$ cat src/iwt_pkg.sv
`timescale 1ns / 1ps
// ----------------------------------------------------------------------------
// iwt_pkg: shared types and constants
// Slot table sizes, op codes, register indexes and controller/datapath bundles.
// ----------------------------------------------------------------------------
package iwt_pkg;

  localparam int SLOTS     = 64;
  localparam int BUCKETS   = 64;
  localparam int IDX_W     = 6;
  localparam int BKT_W     = 6;
  localparam int CNT_W     = 7;
  localparam int IVL_W     = 16;
  localparam int KA_W      = 20;
  localparam int TURN_W    = 23;
  localparam int ENTRY_W   = BKT_W + KA_W;
  localparam int DIV_STEPS = 20;
  localparam int DIV_CNT_W = 5;

  localparam logic [1:0] OP_REFRESH = 2'd0;
  localparam logic [1:0] OP_REMOVE  = 2'd1;
  localparam logic [1:0] OP_TICK    = 2'd2;

  localparam logic REG_INTERVAL = 1'b0;
  localparam logic REG_BUCKETS  = 1'b1;

  localparam logic [CNT_W-1:0] BUCKETS_RESET = 7'd10;

  typedef struct packed {
    logic ready;
    logic load_item;
    logic remove;
    logic ref_ovf_wr;
    logic ref_div_start;
    logic ref_wheel_wr;
    logic rd_issue;
    logic idx_inc;
    logic take_hit;
    logic adv_bucket;
    logic ovf_div_start;
    logic ovf_sub_wr;
    logic ovf_move_wr;
    logic push_final;
  } cmd_t;

  typedef struct packed {
    logic [1:0] in_op;
    logic       enabled;
    logic       cand_wheel;
    logic       cand_ovf;
    logic       hit;
    logic       pend_valid;
    logic       out_free;
    logic       idx_last;
    logic       fits;
    logic       below_turn;
    logic       div_busy;
    logic       wraps;
  } status_t;

endpackage

$ cat src/iwt_ram.sv
`timescale 1ns / 1ps
// ----------------------------------------------------------------------------
// iwt_ram: generic single-write, single-read RAM
// One write port, one read port with registered read data.
// ----------------------------------------------------------------------------
module iwt_ram #(
  parameter int Width = 26,
  parameter int Depth = 64
) (
  input  logic                     clk_i,
  input  logic                     we_i,
  input  logic [$clog2(Depth)-1:0] waddr_i,
  input  logic [Width-1:0]         wdata_i,
  input  logic                     re_i,
  input  logic [$clog2(Depth)-1:0] raddr_i,
  output logic [Width-1:0]         rdata_o
);

  logic [Width-1:0] mem_q [Depth];
  logic [Width-1:0] rdata_q;

  always_ff @(posedge clk_i) begin
    if (we_i) begin
      mem_q[waddr_i] <= wdata_i;
    end
    if (re_i) begin
      rdata_q <= mem_q[raddr_i];
    end
  end

  assign rdata_o = rdata_q;

endmodule

$ cat src/iwt_div.sv
`timescale 1ns / 1ps
// ----------------------------------------------------------------------------
// iwt_div: serial restoring divider
// 20-bit dividend by 16-bit divisor, one quotient bit per cycle.
// ----------------------------------------------------------------------------
module iwt_div (
  input  logic                      clk_i,
  input  logic                      rst_ni,
  input  logic                      start_i,
  input  logic [iwt_pkg::KA_W-1:0]  dividend_i,
  input  logic [iwt_pkg::IVL_W-1:0] divisor_i,
  output logic                      busy_o,
  output logic [iwt_pkg::KA_W-1:0]  quotient_o
);

  logic                          busy_q, busy_d;
  logic [iwt_pkg::DIV_CNT_W-1:0] cnt_q, cnt_d;
  logic [iwt_pkg::IVL_W-1:0]     rem_q, rem_d;
  logic [iwt_pkg::KA_W-1:0]      quo_q, quo_d;
  logic [iwt_pkg::IVL_W-1:0]     dvs_q, dvs_d;
  logic [iwt_pkg::IVL_W:0]       shifted;
  logic [iwt_pkg::IVL_W:0]       trial;

  assign shifted = {rem_q, quo_q[iwt_pkg::KA_W-1]};
  assign trial   = shifted - {1'b0, dvs_q};

  always_comb begin
    busy_d = busy_q;
    cnt_d  = cnt_q;
    rem_d  = rem_q;
    quo_d  = quo_q;
    dvs_d  = dvs_q;
    if (start_i) begin
      busy_d = 1'b1;
      cnt_d  = iwt_pkg::DIV_CNT_W'(iwt_pkg::DIV_STEPS - 1);
      rem_d  = '0;
      quo_d  = dividend_i;
      dvs_d  = divisor_i;
    end else if (busy_q) begin
      if (shifted >= {1'b0, dvs_q}) begin
        rem_d = trial[iwt_pkg::IVL_W-1:0];
        quo_d = {quo_q[iwt_pkg::KA_W-2:0], 1'b1};
      end else begin
        rem_d = shifted[iwt_pkg::IVL_W-1:0];
        quo_d = {quo_q[iwt_pkg::KA_W-2:0], 1'b0};
      end
      cnt_d = cnt_q - 1'b1;
      if (cnt_q == '0) begin
        busy_d = 1'b0;
      end
    end
  end

  always_ff @(posedge clk_i or negedge rst_ni) begin
    if (!rst_ni) begin
      busy_q <= 1'b0;
      cnt_q  <= '0;
    end else begin
      busy_q <= busy_d;
      cnt_q  <= cnt_d;
    end
  end

  always_ff @(posedge clk_i) begin
    rem_q <= rem_d;
    quo_q <= quo_d;
    dvs_q <= dvs_d;
  end

  assign busy_o     = busy_q;
  assign quotient_o = quo_q;

endmodule

$ cat src/iwt_datapath.sv
`timescale 1ns / 1ps
// ----------------------------------------------------------------------------
// iwt_datapath: slot table, bucket index, divider and result register
// Executes the controller's commands and reports status back.
// ----------------------------------------------------------------------------
module iwt_datapath (
  input  logic                      clk_i,
  input  logic                      rst_ni,
  input  iwt_pkg::cmd_t             cmd_i,
  output iwt_pkg::status_t          status_o,
  input  logic [iwt_pkg::IVL_W-1:0] interval_i,
  input  logic [iwt_pkg::CNT_W-1:0] bucket_count_i,
  input  logic [1:0]                in_op_i,
  input  logic [iwt_pkg::IDX_W-1:0] in_slot_i,
  input  logic [iwt_pkg::KA_W-1:0]  in_alive_i,
  input  logic                      out_ready_i,
  output logic                      out_valid_o,
  output logic                      out_expired_o,
  output logic [iwt_pkg::IDX_W-1:0] out_slot_o,
  output logic                      out_last_o
);

  logic [iwt_pkg::SLOTS-1:0]     valid_q, valid_d;
  logic [iwt_pkg::SLOTS-1:0]     ovf_q, ovf_d;
  logic [iwt_pkg::BKT_W-1:0]     cur_q, cur_d;
  logic [iwt_pkg::IDX_W-1:0]     idx_q, idx_d;
  logic [iwt_pkg::IDX_W-1:0]     slot_q;
  logic [iwt_pkg::KA_W-1:0]      alive_q;
  logic [iwt_pkg::TURN_W-1:0]    remain_q, turn_q;
  logic                          pend_q, pend_d;
  logic [iwt_pkg::IDX_W-1:0]     pend_slot_q, pend_slot_d;
  logic                          ov_q, ov_d;
  logic                          oexp_q, oexp_d;
  logic [iwt_pkg::IDX_W-1:0]     oslot_q, oslot_d;
  logic                          olast_q, olast_d;

  logic [iwt_pkg::CNT_W-1:0]     cnt;
  logic [iwt_pkg::CNT_W-1:0]     cnt_left;
  logic [iwt_pkg::TURN_W-1:0]    remain_d, turn_d;
  logic [iwt_pkg::CNT_W-1:0]     cur_next;
  logic                          out_free;
  logic [iwt_pkg::ENTRY_W-1:0]   rdata;
  logic [iwt_pkg::BKT_W-1:0]     rd_bucket;
  logic [iwt_pkg::KA_W-1:0]      rd_excess;
  logic                          we;
  logic [iwt_pkg::IDX_W-1:0]     waddr;
  logic [iwt_pkg::ENTRY_W-1:0]   wdata;
  logic                          div_start;
  logic                          div_busy;
  logic [iwt_pkg::KA_W-1:0]      div_dividend;
  logic [iwt_pkg::KA_W-1:0]      quotient;

  // bucket count clamped to 1..BUCKETS
  always_comb begin
    if (bucket_count_i == '0) begin
      cnt = iwt_pkg::CNT_W'(1);
    end else if (bucket_count_i > iwt_pkg::CNT_W'(iwt_pkg::BUCKETS)) begin
      cnt = iwt_pkg::CNT_W'(iwt_pkg::BUCKETS);
    end else begin
      cnt = bucket_count_i;
    end
  end

  assign cnt_left = cnt - {1'b0, cur_q};
  assign remain_d = ({1'b0, cur_q} < cnt) ? cnt_left * interval_i : '0;
  assign turn_d   = cnt * interval_i;
  assign cur_next = {1'b0, cur_q} + 1'b1;

  assign rd_bucket = rdata[iwt_pkg::ENTRY_W-1:iwt_pkg::KA_W];
  assign rd_excess = rdata[iwt_pkg::KA_W-1:0];
  assign out_free  = !ov_q || out_ready_i;

  assign div_start    = cmd_i.ref_div_start || cmd_i.ovf_div_start;
  assign div_dividend = cmd_i.ref_div_start ? alive_q : rd_excess;

  iwt_div u_div (
    .clk_i      (clk_i),
    .rst_ni     (rst_ni),
    .start_i    (div_start),
    .dividend_i (div_dividend),
    .divisor_i  (interval_i),
    .busy_o     (div_busy),
    .quotient_o (quotient)
  );

  // table write port
  always_comb begin
    we    = cmd_i.ref_ovf_wr || cmd_i.ref_wheel_wr || cmd_i.ovf_sub_wr || cmd_i.ovf_move_wr;
    waddr = (cmd_i.ref_ovf_wr || cmd_i.ref_wheel_wr) ? slot_q : idx_q;
    wdata = '0;
    if (cmd_i.ref_ovf_wr) begin
      wdata = {{iwt_pkg::BKT_W{1'b0}}, alive_q - remain_q[iwt_pkg::KA_W-1:0]};
    end else if (cmd_i.ref_wheel_wr) begin
      wdata = {cur_q + quotient[iwt_pkg::BKT_W-1:0], {iwt_pkg::KA_W{1'b0}}};
    end else if (cmd_i.ovf_sub_wr) begin
      wdata = {{iwt_pkg::BKT_W{1'b0}}, rd_excess - turn_q[iwt_pkg::KA_W-1:0]};
    end else if (cmd_i.ovf_move_wr) begin
      wdata = {quotient[iwt_pkg::BKT_W-1:0], {iwt_pkg::KA_W{1'b0}}};
    end
  end

  iwt_ram #(
    .Width (iwt_pkg::ENTRY_W),
    .Depth (iwt_pkg::SLOTS)
  ) u_table (
    .clk_i   (clk_i),
    .we_i    (we),
    .waddr_i (waddr),
    .wdata_i (wdata),
    .re_i    (cmd_i.rd_issue),
    .raddr_i (idx_q),
    .rdata_o (rdata)
  );

  always_comb begin
    valid_d     = valid_q;
    ovf_d       = ovf_q;
    cur_d       = cur_q;
    idx_d       = idx_q;
    pend_d      = pend_q;
    pend_slot_d = pend_slot_q;
    ov_d        = ov_q && !out_ready_i;
    oexp_d      = oexp_q;
    oslot_d     = oslot_q;
    olast_d     = olast_q;

    if (cmd_i.load_item) begin
      idx_d = '0;
    end
    if (cmd_i.remove) begin
      valid_d[in_slot_i] = 1'b0;
      ovf_d[in_slot_i]   = 1'b0;
    end
    if (cmd_i.ref_ovf_wr || cmd_i.ref_wheel_wr) begin
      valid_d[slot_q] = 1'b1;
      ovf_d[slot_q]   = cmd_i.ref_ovf_wr;
    end
    if (cmd_i.idx_inc) begin
      idx_d = idx_q + 1'b1;
    end
    if (cmd_i.ovf_move_wr) begin
      ovf_d[idx_q] = 1'b0;
    end
    // expired slot is held back one step so the last one can carry the flag
    if (cmd_i.take_hit) begin
      valid_d[idx_q] = 1'b0;
      pend_d         = 1'b1;
      pend_slot_d    = idx_q;
      if (pend_q) begin
        ov_d    = 1'b1;
        oexp_d  = 1'b1;
        oslot_d = pend_slot_q;
        olast_d = 1'b0;
      end
    end
    if (cmd_i.adv_bucket) begin
      idx_d = '0;
      if (cur_next >= cnt) begin
        cur_d = '0;
      end else begin
        cur_d = cur_next[iwt_pkg::BKT_W-1:0];
      end
    end
    if (cmd_i.push_final) begin
      ov_d    = 1'b1;
      oexp_d  = pend_q;
      oslot_d = pend_q ? pend_slot_q : '0;
      olast_d = 1'b1;
      pend_d  = 1'b0;
    end
  end

  always_ff @(posedge clk_i or negedge rst_ni) begin
    if (!rst_ni) begin
      valid_q <= '0;
      ovf_q   <= '0;
      cur_q   <= '0;
      idx_q   <= '0;
      pend_q  <= 1'b0;
      ov_q    <= 1'b0;
    end else begin
      valid_q <= valid_d;
      ovf_q   <= ovf_d;
      cur_q   <= cur_d;
      idx_q   <= idx_d;
      pend_q  <= pend_d;
      ov_q    <= ov_d;
    end
  end

  always_ff @(posedge clk_i) begin
    pend_slot_q <= pend_slot_d;
    oexp_q      <= oexp_d;
    oslot_q     <= oslot_d;
    olast_q     <= olast_d;
    if (cmd_i.load_item) begin
      slot_q   <= in_slot_i;
      alive_q  <= in_alive_i;
      remain_q <= remain_d;
      turn_q   <= turn_d;
    end
  end

  always_comb begin
    status_o.in_op      = in_op_i;
    status_o.enabled    = interval_i != '0;
    status_o.cand_wheel = valid_q[idx_q] && !ovf_q[idx_q];
    status_o.cand_ovf   = valid_q[idx_q] && ovf_q[idx_q];
    status_o.hit        = rd_bucket == cur_q;
    status_o.pend_valid = pend_q;
    status_o.out_free   = out_free;
    status_o.idx_last   = idx_q == iwt_pkg::IDX_W'(iwt_pkg::SLOTS - 1);
    status_o.fits       = {3'b000, alive_q} < remain_q;
    status_o.below_turn = {3'b000, rd_excess} < turn_q;
    status_o.div_busy   = div_busy;
    status_o.wraps      = cur_next >= cnt;
  end

  assign out_valid_o   = ov_q;
  assign out_expired_o = oexp_q;
  assign out_slot_o    = oslot_q;
  assign out_last_o    = olast_q;

endmodule

$ cat src/iwt_ctrl.sv
`timescale 1ns / 1ps
// ----------------------------------------------------------------------------
// iwt_ctrl: sequencing state machine
// Steps refresh, remove and tick requests through the datapath.
// ----------------------------------------------------------------------------
module iwt_ctrl (
  input  logic             clk_i,
  input  logic             rst_ni,
  input  logic             in_valid_i,
  input  iwt_pkg::status_t status_i,
  output iwt_pkg::cmd_t    cmd_o
);

  localparam logic [3:0] S_IDLE    = 4'd0;
  localparam logic [3:0] S_REF_DEC = 4'd1;
  localparam logic [3:0] S_REF_DIV = 4'd2;
  localparam logic [3:0] S_T1_CHK  = 4'd3;
  localparam logic [3:0] S_T1_EV   = 4'd4;
  localparam logic [3:0] S_T_ADV   = 4'd5;
  localparam logic [3:0] S_T2_CHK  = 4'd6;
  localparam logic [3:0] S_T2_EV   = 4'd7;
  localparam logic [3:0] S_T2_DIV  = 4'd8;
  localparam logic [3:0] S_FIN     = 4'd9;

  logic [3:0] state_q, state_d;

  always_comb begin
    cmd_o   = '0;
    state_d = state_q;
    unique case (state_q)
      S_IDLE: begin
        cmd_o.ready = 1'b1;
        if (in_valid_i) begin
          cmd_o.load_item = 1'b1;
          state_d = S_FIN;
          case (status_i.in_op)
            iwt_pkg::OP_REFRESH: if (status_i.enabled) state_d = S_REF_DEC;
            iwt_pkg::OP_REMOVE:  cmd_o.remove = 1'b1;
            iwt_pkg::OP_TICK:    if (status_i.enabled) state_d = S_T1_CHK;
            default:             state_d = S_FIN;
          endcase
        end
      end
      S_REF_DEC: begin
        if (status_i.fits) begin
          cmd_o.ref_div_start = 1'b1;
          state_d = S_REF_DIV;
        end else begin
          cmd_o.ref_ovf_wr = 1'b1;
          state_d = S_FIN;
        end
      end
      S_REF_DIV: begin
        if (!status_i.div_busy) begin
          cmd_o.ref_wheel_wr = 1'b1;
          state_d = S_FIN;
        end
      end
      S_T1_CHK: begin
        if (status_i.cand_wheel) begin
          cmd_o.rd_issue = 1'b1;
          state_d = S_T1_EV;
        end else if (status_i.idx_last) begin
          state_d = S_T_ADV;
        end else begin
          cmd_o.idx_inc = 1'b1;
        end
      end
      S_T1_EV: begin
        if (!(status_i.hit && status_i.pend_valid && !status_i.out_free)) begin
          cmd_o.take_hit = status_i.hit;
          if (status_i.idx_last) begin
            state_d = S_T_ADV;
          end else begin
            cmd_o.idx_inc = 1'b1;
            state_d = S_T1_CHK;
          end
        end
      end
      S_T_ADV: begin
        cmd_o.adv_bucket = 1'b1;
        state_d = status_i.wraps ? S_T2_CHK : S_FIN;
      end
      S_T2_CHK: begin
        if (status_i.cand_ovf) begin
          cmd_o.rd_issue = 1'b1;
          state_d = S_T2_EV;
        end else if (status_i.idx_last) begin
          state_d = S_FIN;
        end else begin
          cmd_o.idx_inc = 1'b1;
        end
      end
      S_T2_EV: begin
        if (status_i.below_turn) begin
          cmd_o.ovf_div_start = 1'b1;
          state_d = S_T2_DIV;
        end else begin
          cmd_o.ovf_sub_wr = 1'b1;
          cmd_o.idx_inc = !status_i.idx_last;
          state_d = status_i.idx_last ? S_FIN : S_T2_CHK;
        end
      end
      S_T2_DIV: begin
        if (!status_i.div_busy) begin
          cmd_o.ovf_move_wr = 1'b1;
          cmd_o.idx_inc = !status_i.idx_last;
          state_d = status_i.idx_last ? S_FIN : S_T2_CHK;
        end
      end
      S_FIN: begin
        if (status_i.out_free) begin
          cmd_o.push_final = 1'b1;
          state_d = S_IDLE;
        end
      end
      default: state_d = S_IDLE;
    endcase
  end

  always_ff @(posedge clk_i or negedge rst_ni) begin
    if (!rst_ni) begin
      state_q <= S_IDLE;
    end else begin
      state_q <= state_d;
    end
  end

endmodule

$ cat src/idle_connection_timing_wheel_unit.sv
`timescale 1ns / 1ps
// ----------------------------------------------------------------------------
// idle_connection_timing_wheel_unit: keepalive timing wheel, 64 slots
// Top level: APB registers, sequencer and datapath.
// ----------------------------------------------------------------------------
// Usage:
//  - Slave stream carries one request: tuser = op (refresh/remove/tick),
//    tdata = slot and keepalive seconds. One request at a time.
//  - Master stream returns expired slots (tuser = expired flag, tdata = slot),
//    tlast on the final result of a request. A request with nothing expired
//    yields a single result with the flag low.
//  - Sequencing: a refresh parked in overflow goes straight to its result; one
//    that fits first runs the 20-step serial divider; a remove needs no scan. A
//    tick scans all 64 slot entries (only wheel slots are read from the RAM), and
//    on a wheel wrap scans again, adding a divider pass per overflow entry
//    moved in.
//  - Slot data sits in a 64-entry RAM; live and overflow flags are flops
//    cleared at reset, so no clearing pass is needed after reset.
//  - Master stall: the output register holds, the scan waits, and the next
//    request is accepted once the final result has gone to the register.
//  - APB: interval at 0x0, bucket count at 0x4; write only while idle.
// ----------------------------------------------------------------------------
module idle_connection_timing_wheel_unit (
  input  logic        clk_i,
  input  logic        rst_ni,
  // APB configuration
  input  logic        psel,
  input  logic        penable,
  input  logic        pwrite,
  input  logic [2:0]  paddr,
  input  logic [31:0] pwdata,
  output logic [31:0] prdata,
  output logic        pready,
  // request stream
  input  logic        s_axis_tvalid,
  output logic        s_axis_tready,
  input  logic [31:0] s_axis_tdata,   // [5:0] slot, [25:6] keepalive_seconds
  input  logic [1:0]  s_axis_tuser,   // [1:0] op
  // result stream
  output logic        m_axis_tvalid,
  input  logic        m_axis_tready,
  output logic [7:0]  m_axis_tdata,   // [5:0] expired_slot
  output logic        m_axis_tuser,   // [0] expired_valid
  output logic        m_axis_tlast
);

  logic [iwt_pkg::IVL_W-1:0] interval_q;
  logic [iwt_pkg::CNT_W-1:0] buckets_q;
  logic                      cfg_wr;
  iwt_pkg::cmd_t             cmd;
  iwt_pkg::status_t          status;
  logic [iwt_pkg::IDX_W-1:0] out_slot;

  assign pready = 1'b1;
  assign cfg_wr = psel && penable && pwrite;

  always_ff @(posedge clk_i or negedge rst_ni) begin
    if (!rst_ni) begin
      interval_q <= '0;
      buckets_q  <= iwt_pkg::BUCKETS_RESET;
    end else if (cfg_wr) begin
      unique case (paddr[2])
        iwt_pkg::REG_INTERVAL: interval_q <= pwdata[iwt_pkg::IVL_W-1:0];
        iwt_pkg::REG_BUCKETS:  buckets_q  <= pwdata[iwt_pkg::CNT_W-1:0];
        default:               interval_q <= interval_q;
      endcase
    end
  end

  always_comb begin
    unique case (paddr[2])
      iwt_pkg::REG_INTERVAL: prdata = {16'd0, interval_q};
      iwt_pkg::REG_BUCKETS:  prdata = {25'd0, buckets_q};
      default:               prdata = '0;
    endcase
  end

  iwt_ctrl u_ctrl (
    .clk_i      (clk_i),
    .rst_ni     (rst_ni),
    .in_valid_i (s_axis_tvalid),
    .status_i   (status),
    .cmd_o      (cmd)
  );

  assign s_axis_tready = cmd.ready;

  iwt_datapath u_dp (
    .clk_i          (clk_i),
    .rst_ni         (rst_ni),
    .cmd_i          (cmd),
    .status_o       (status),
    .interval_i     (interval_q),
    .bucket_count_i (buckets_q),
    .in_op_i        (s_axis_tuser),
    .in_slot_i      (s_axis_tdata[5:0]),
    .in_alive_i     (s_axis_tdata[25:6]),
    .out_ready_i    (m_axis_tready),
    .out_valid_o    (m_axis_tvalid),
    .out_expired_o  (m_axis_tuser),
    .out_slot_o     (out_slot),
    .out_last_o     (m_axis_tlast)
  );

  assign m_axis_tdata = {2'b00, out_slot};

endmodule

$ cat config.mk
export PLATFORM = sky130hd
export DESIGN_NAME = idle_connection_timing_wheel_unit
export DESIGN_NICKNAME = d
export VERILOG_FILES = /design/src/iwt_pkg.sv /design/src/iwt_ram.sv /design/src/iwt_div.sv /design/src/iwt_datapath.sv /design/src/iwt_ctrl.sv /design/src/idle_connection_timing_wheel_unit.sv
export SDC_FILE = /design/constraint.sdc
export NUM_CORES = 2
export LEC_CHECK = 0
export ABC_CLOCK_PERIOD_IN_PS = 8000
export BUFFER_PORTS_ARGS = -buffer_cell sky130_fd_sc_hd__buf_4
export CAP_MARGIN = 20
export CELL_PAD_IN_SITES_DETAIL_PLACEMENT = 0
export CELL_PAD_IN_SITES_GLOBAL_PLACEMENT = 2
export CORE_ASPECT_RATIO = 1.2
export CORE_MARGIN = 2
export CORE_UTILIZATION = 48
export CTS_BUF_LIST = sky130_fd_sc_hd__clkbuf_4
export DETAILED_ROUTE_END_ITERATION = 6
export PLACE_DENSITY_LB_ADDON = 0.1
export SYNTH_ARGS = -nofsm -noshare
export SYNTH_HDL_FRONTEND = slang
export SYNTH_SLANG_ARGS = --single-unit
$ cat constraint.sdc
create_clock -name clk_i -period 8 [get_ports clk_i]
set_input_delay 0 -clock clk_i [delete_from_list [all_inputs] [get_ports clk_i]]
set_output_delay 0 -clock clk_i [all_outputs]
set_load 0.005 [all_outputs]
==> out/qor.csv <==
metric,value,unit
number of ports placed on the die boundary,121,
Post-Synth Adder-Cell Area,5.48,%
Starting Density,48.4,%
global-route wire length before repair,438000,um
kind of end point of the critical path,flop,
Sequential Area,0.0591,mm2
post-CTS setup buffers,0,
post-DR vias/cell,6.38,
number of flops mapped to enable cells by yosys,1811,
kind of start point of the critical path,flop,
flop and latch count out of synthesis,2003,
R2R Setup Slk,0.64,ns
Maximum Capacitance Violations,0,
number of violations reported at the end of detailed-routing iteration 0,6701,
"CTS clk-pin slew, worst paths",0.06,ns
final WL,307000,um
Die H,475,um
root cell of the clock tree,sky130_fd_sc_hd__clkbuf_4,
Critical Path Source,buckets_q[4],
largest voltage drop on the vdd net,0.392,mV
final RePlAce weighted congestion,0.870,
routed vias,60700,
biggest cell delay along the critical path,0.59,ns
arrival time reported for the critical path endpoint,8.45,ns
average cell area after synthesis,14.4,um2
Std-Cell Core Area,0.183,mm2
outcome,finished with violations,
layout cell share with drive strength beyond 1,20.4,%
placed inst area,0.0934,mm2
startpoint of the worst-slack reg-to-reg timing path,buckets_q[4],
post-route antenna net violation count,0,
Lkg Pwr,0.0333,uW
Synth Area in XOR/XNOR,0.978,%
Tightest Hold Check Type,input pin to flop,
CTS Sinks,2003,
failing checks,DRC,
number of antenna violations at the first check in global routing,16,
largest net degree at the start of global routing,80,
highest net fanout along the worst path,5,
Final Net Count,7140,
number of buffers created by CTS,530,
Total Routing Usage GR,32.4,%
Max Clk Rate,136,MHz
cell with the largest stage delay on the worst path,sky130_fd_sc_hd__xnor2_1,
final-report setup violation count,0,
port bufs,77,
Synth Flop Type,sky130_fd_sc_hd__edfxtp_1,
DR DRC count,1,
tightest slew margin relative to the limit,7.19,%
iteration count of the initial detailed-routing pass,7,
number of global-route vias before repair,60400,
final slew viol count,0,
dominant combinational cell family by area after synthesis,compound AO/OA/AOI/OAI gates,
asr flop ratio synth,8.74,%
total grt overflow,0,
area delta synth->final,13.9,%
proportion of synthesized chip area in sequential cells,66.6,%
Die Footprint,0.188,mm2
Clock H-tree levels,6,
post-synthesis simple-gate area fraction,5.96,%
Hold Crit Start,m_axis_tready,
detailed placer's ending HPWL,181000,um
Post-Syn Instances,6143,
Worst Path Required,9.09,ns
end point of the worst hold path,u_dp.out_last_o,
Finished Cell Area,0.101,mm2
latest clock arrival within the worst-skew pair,1.41,ns
Total Neg Setup Slack,0,ns
terminus of the critical flop-to-flop path,u_dp.remain_q[22],
multi-input gate area in the final layout,0.0276,mm2
kind of critical path,flop to flop,
unique cell type count in the Yosys netlist,95,
synthesized cell area,0.0887,mm2
FILL cells,15200,
unrepaired setup endpoints after global routing,no,
PwrDens,361,mW/mm2
share of the synthesized area in compound gates (AO/OA/AOI/OAI),14.5,%
final hold viol count,0,
Register-to-Register Path Depth,27,
fraction of the cycle the final worst path needs,92.0,%
mean routed wirelength per cell,32.3,um
cell type with the highest occurrence count on the critical path,sky130_fd_sc_hd__fa_1,
CTS Buffer Depth,4,
Hold Crit Depth,6,
die width,396,um
clk_skew,0.0963,ns
Period minus WS final,7.36,ns
number of warning messages in the yosys log,0,
clock tree from TritonCTS,built,
transition time at the pin with the least slew margin,1.38,ns
post-synthesis mux area share,3.26,%
count of standard-cell rows,172,
==> sequential cells by signal, indices dropped and copies added (netlist names), 7 cells and up <==
register               flops
u_dp.u_table.mem_q      1664
u_dp.ovf_q                64
u_dp.valid_q              64
u_dp.u_table.rdata_o      26
u_dp.remain_q             23
u_dp.turn_q               23
u_dp.alive_q              20
u_dp.u_div.quotient_o     20
interval_q                16
u_dp.u_div.dvs_q          16
u_dp.u_div.rem_q          16
buckets_q                  7
==> stage by stage <==
stage | hold slack (ns) | total power [uW] | utilization (%) | cells | setup WS, ns
after global routing | 0.192 | 39000 | 55.1 | 9502 | 0.222
after CTS | 0.0160 | 36600 | 55.1 | 9487 | 0.643
final | 0.191 | 36500 | 55.1 | 9507 | 0.638
after global placement | 0.0771 | 28000 | 50.9 | 8500 | 0.582
after detailed placement | 0.0799 | 27800 | 50.9 | 8505 | 0.729
after floorplan | -0.296 | 23400 | - | 6160 | 1.05
==> critical path, delay by kind of cell, from the launching register on <==
| kind | cells | cell delay, ns |
|---|---|---|
| compound gates | 9 | 1.78 |
| buf+inv | 4 | 0.22 |
| simple gates | 5 | 1.14 |
| flops | 1 | 0.40 |
| xor+xnor | 2 | 0.77 |
| fa+ha+maj | 7 | 2.75 |
==> per-layer routing <==
layer	routed length (um)	share of wire [%]	GRT usage (%)
met1	119000	39	41.7
met2	145000	47	52.2
met3	26800	8.7	6.83
met4	15300	5.0	16.2
met5	56	0.018	0
==> cells by family (layout without fill, tap and decap cells) <==
group / after synthesis / after routing
multiplexers: 247 / 247
AND/OR/NAND/NOR: 1041 / 1041
XOR/XNOR: 99 / 99
other: 2 / 36
adder cells (fa/ha/maj): 303 / 303
AO/OA/AOI/OAI: 1769 / 1769
buffers and inverters: 679 / 1573
flip-flops: 2003 / 2003
==> report_power, final <==
group	total, uW	switching [uW]	leakage (uW)	internal (uW)
Sequential	12800	497	0.0168	12300
Clock	8470	4140	0.00365	4330
Combinational	15200	9160	0.0128	6020
==> cells in the mapped netlist (27+ instances only) <==
| library cell | n | share of area [%] |
|---|---|---|
| sky130_fd_sc_hd__buf_1 | 72 | 0.30 |
| sky130_fd_sc_hd__a22oi_1 | 565 | 4.8 |
| sky130_fd_sc_hd__xnor2_1 | 57 | 0.56 |
| sky130_fd_sc_hd__dfrtp_1 | 173 | 4.9 |
| sky130_fd_sc_hd__and2_1 | 89 | 0.63 |
| sky130_fd_sc_hd__clkbuf_1 | 227 | 0.96 |
| sky130_fd_sc_hd__o21ai_0 | 195 | 1.1 |
| sky130_fd_sc_hd__buf_4 | 34 | 0.29 |
| sky130_fd_sc_hd__nand3_1 | 108 | 0.61 |
| sky130_fd_sc_hd__nand2_1 | 279 | 1.2 |
| sky130_fd_sc_hd__ha_1 | 160 | 2.3 |
| sky130_fd_sc_hd__nor2_1 | 183 | 0.77 |
| sky130_fd_sc_hd__nor2b_1 | 74 | 0.52 |
| sky130_fd_sc_hd__a22o_1 | 103 | 1.0 |
| sky130_fd_sc_hd__mux2_2 | 107 | 1.4 |
| sky130_fd_sc_hd__a221oi_1 | 203 | 2.0 |
| sky130_fd_sc_hd__mux2i_1 | 116 | 1.3 |
| sky130_fd_sc_hd__nand2b_1 | 50 | 0.35 |
| sky130_fd_sc_hd__a21oi_1 | 179 | 1.0 |
| sky130_fd_sc_hd__fa_1 | 143 | 3.2 |
| sky130_fd_sc_hd__o211ai_1 | 86 | 0.73 |
| sky130_fd_sc_hd__inv_1 | 254 | 1.1 |
| sky130_fd_sc_hd__o22ai_1 | 36 | 0.25 |
| sky130_fd_sc_hd__a21o_1 | 47 | 0.40 |
| sky130_fd_sc_hd__o221a_2 | 27 | 0.34 |
| sky130_fd_sc_hd__nand4_1 | 51 | 0.36 |
| sky130_fd_sc_hd__xor2_1 | 42 | 0.41 |
| sky130_fd_sc_hd__edfxtp_1 | 1811 | 61 |
| sky130_fd_sc_hd__buf_2 | 82 | 0.46 |
| sky130_fd_sc_hd__o221ai_1 | 52 | 0.51 |
| sky130_fd_sc_hd__a31oi_1 | 92 | 0.65 |
| sky130_fd_sc_hd__nor3_1 | 77 | 0.43 |
==> worst max path at each step <==
| stage | slack, ns | endpoint |
|---|---|---|
| 6_report | 0.64 | u_dp.remain_q[22] |
| 2_1_floorplan | 1.05 | u_dp.remain_q[22] |
| 4_1_cts | 0.64 | u_dp.remain_q[22] |
| 3_5_place_dp | 0.73 | u_dp.remain_q[22] |
| 3_3_place_gp | 0.58 | u_dp.remain_q[22] |
| 5_1_grt | 0.22 | u_dp.remain_q[22] |
==> cells in the final DEF, fill, tap and decap left out, types with 52 or more instances in the layout <==
cell and n:
sky130_fd_sc_hd__a22oi_2 65, sky130_fd_sc_hd__mux2_2 107, sky130_fd_sc_hd__o211ai_1 86, sky130_fd_sc_hd__and2_1 88, sky130_fd_sc_hd__fa_1 143, sky130_fd_sc_hd__a31oi_1 92
sky130_fd_sc_hd__dlygate4sd3_1 156, sky130_fd_sc_hd__o221ai_1 52, sky130_fd_sc_hd__mux2i_1 116, sky130_fd_sc_hd__dfrtp_1 168, sky130_fd_sc_hd__clkbuf_4 745, sky130_fd_sc_hd__o21ai_0 187
sky130_fd_sc_hd__nor2b_1 69, sky130_fd_sc_hd__nand3_1 108, sky130_fd_sc_hd__a22o_1 101, sky130_fd_sc_hd__a22oi_1 501, sky130_fd_sc_hd__nor2_1 179, sky130_fd_sc_hd__xnor2_1 57
sky130_fd_sc_hd__nor3_1 73, sky130_fd_sc_hd__ha_1 160, sky130_fd_sc_hd__nand2_1 278, sky130_fd_sc_hd__clkinv_1 54, sky130_fd_sc_hd__edfxtp_1 1811, sky130_fd_sc_hd__a21oi_1 178
sky130_fd_sc_hd__buf_4 317, sky130_fd_sc_hd__a221oi_1 203, sky130_fd_sc_hd__inv_1 252
==> cell type report <==
cell class / count / area share [%]
Multi-Input combinational cell: 3478 / 27.3
Clock inverter: 80 / 0.379
Antenna cell: 17 / 0.0421
Sequential cell: 2003 / 58.5
Tap cell: 2436 / 3.02
Inverter: 255 / 0.947
Timing Repair Buffer: 493 / 4.25
Clock buffer: 745 / 5.53
==> what timing repair did <==
| action | 4_1_cts | 5_1_grt |
|---|---|---|
| hold endpoints to repair | 451 | 0 |
| gates resized for setup | 0 | 0 |
| hold buffers | 157 | 0 |
(Power assumes the default switching activity.)
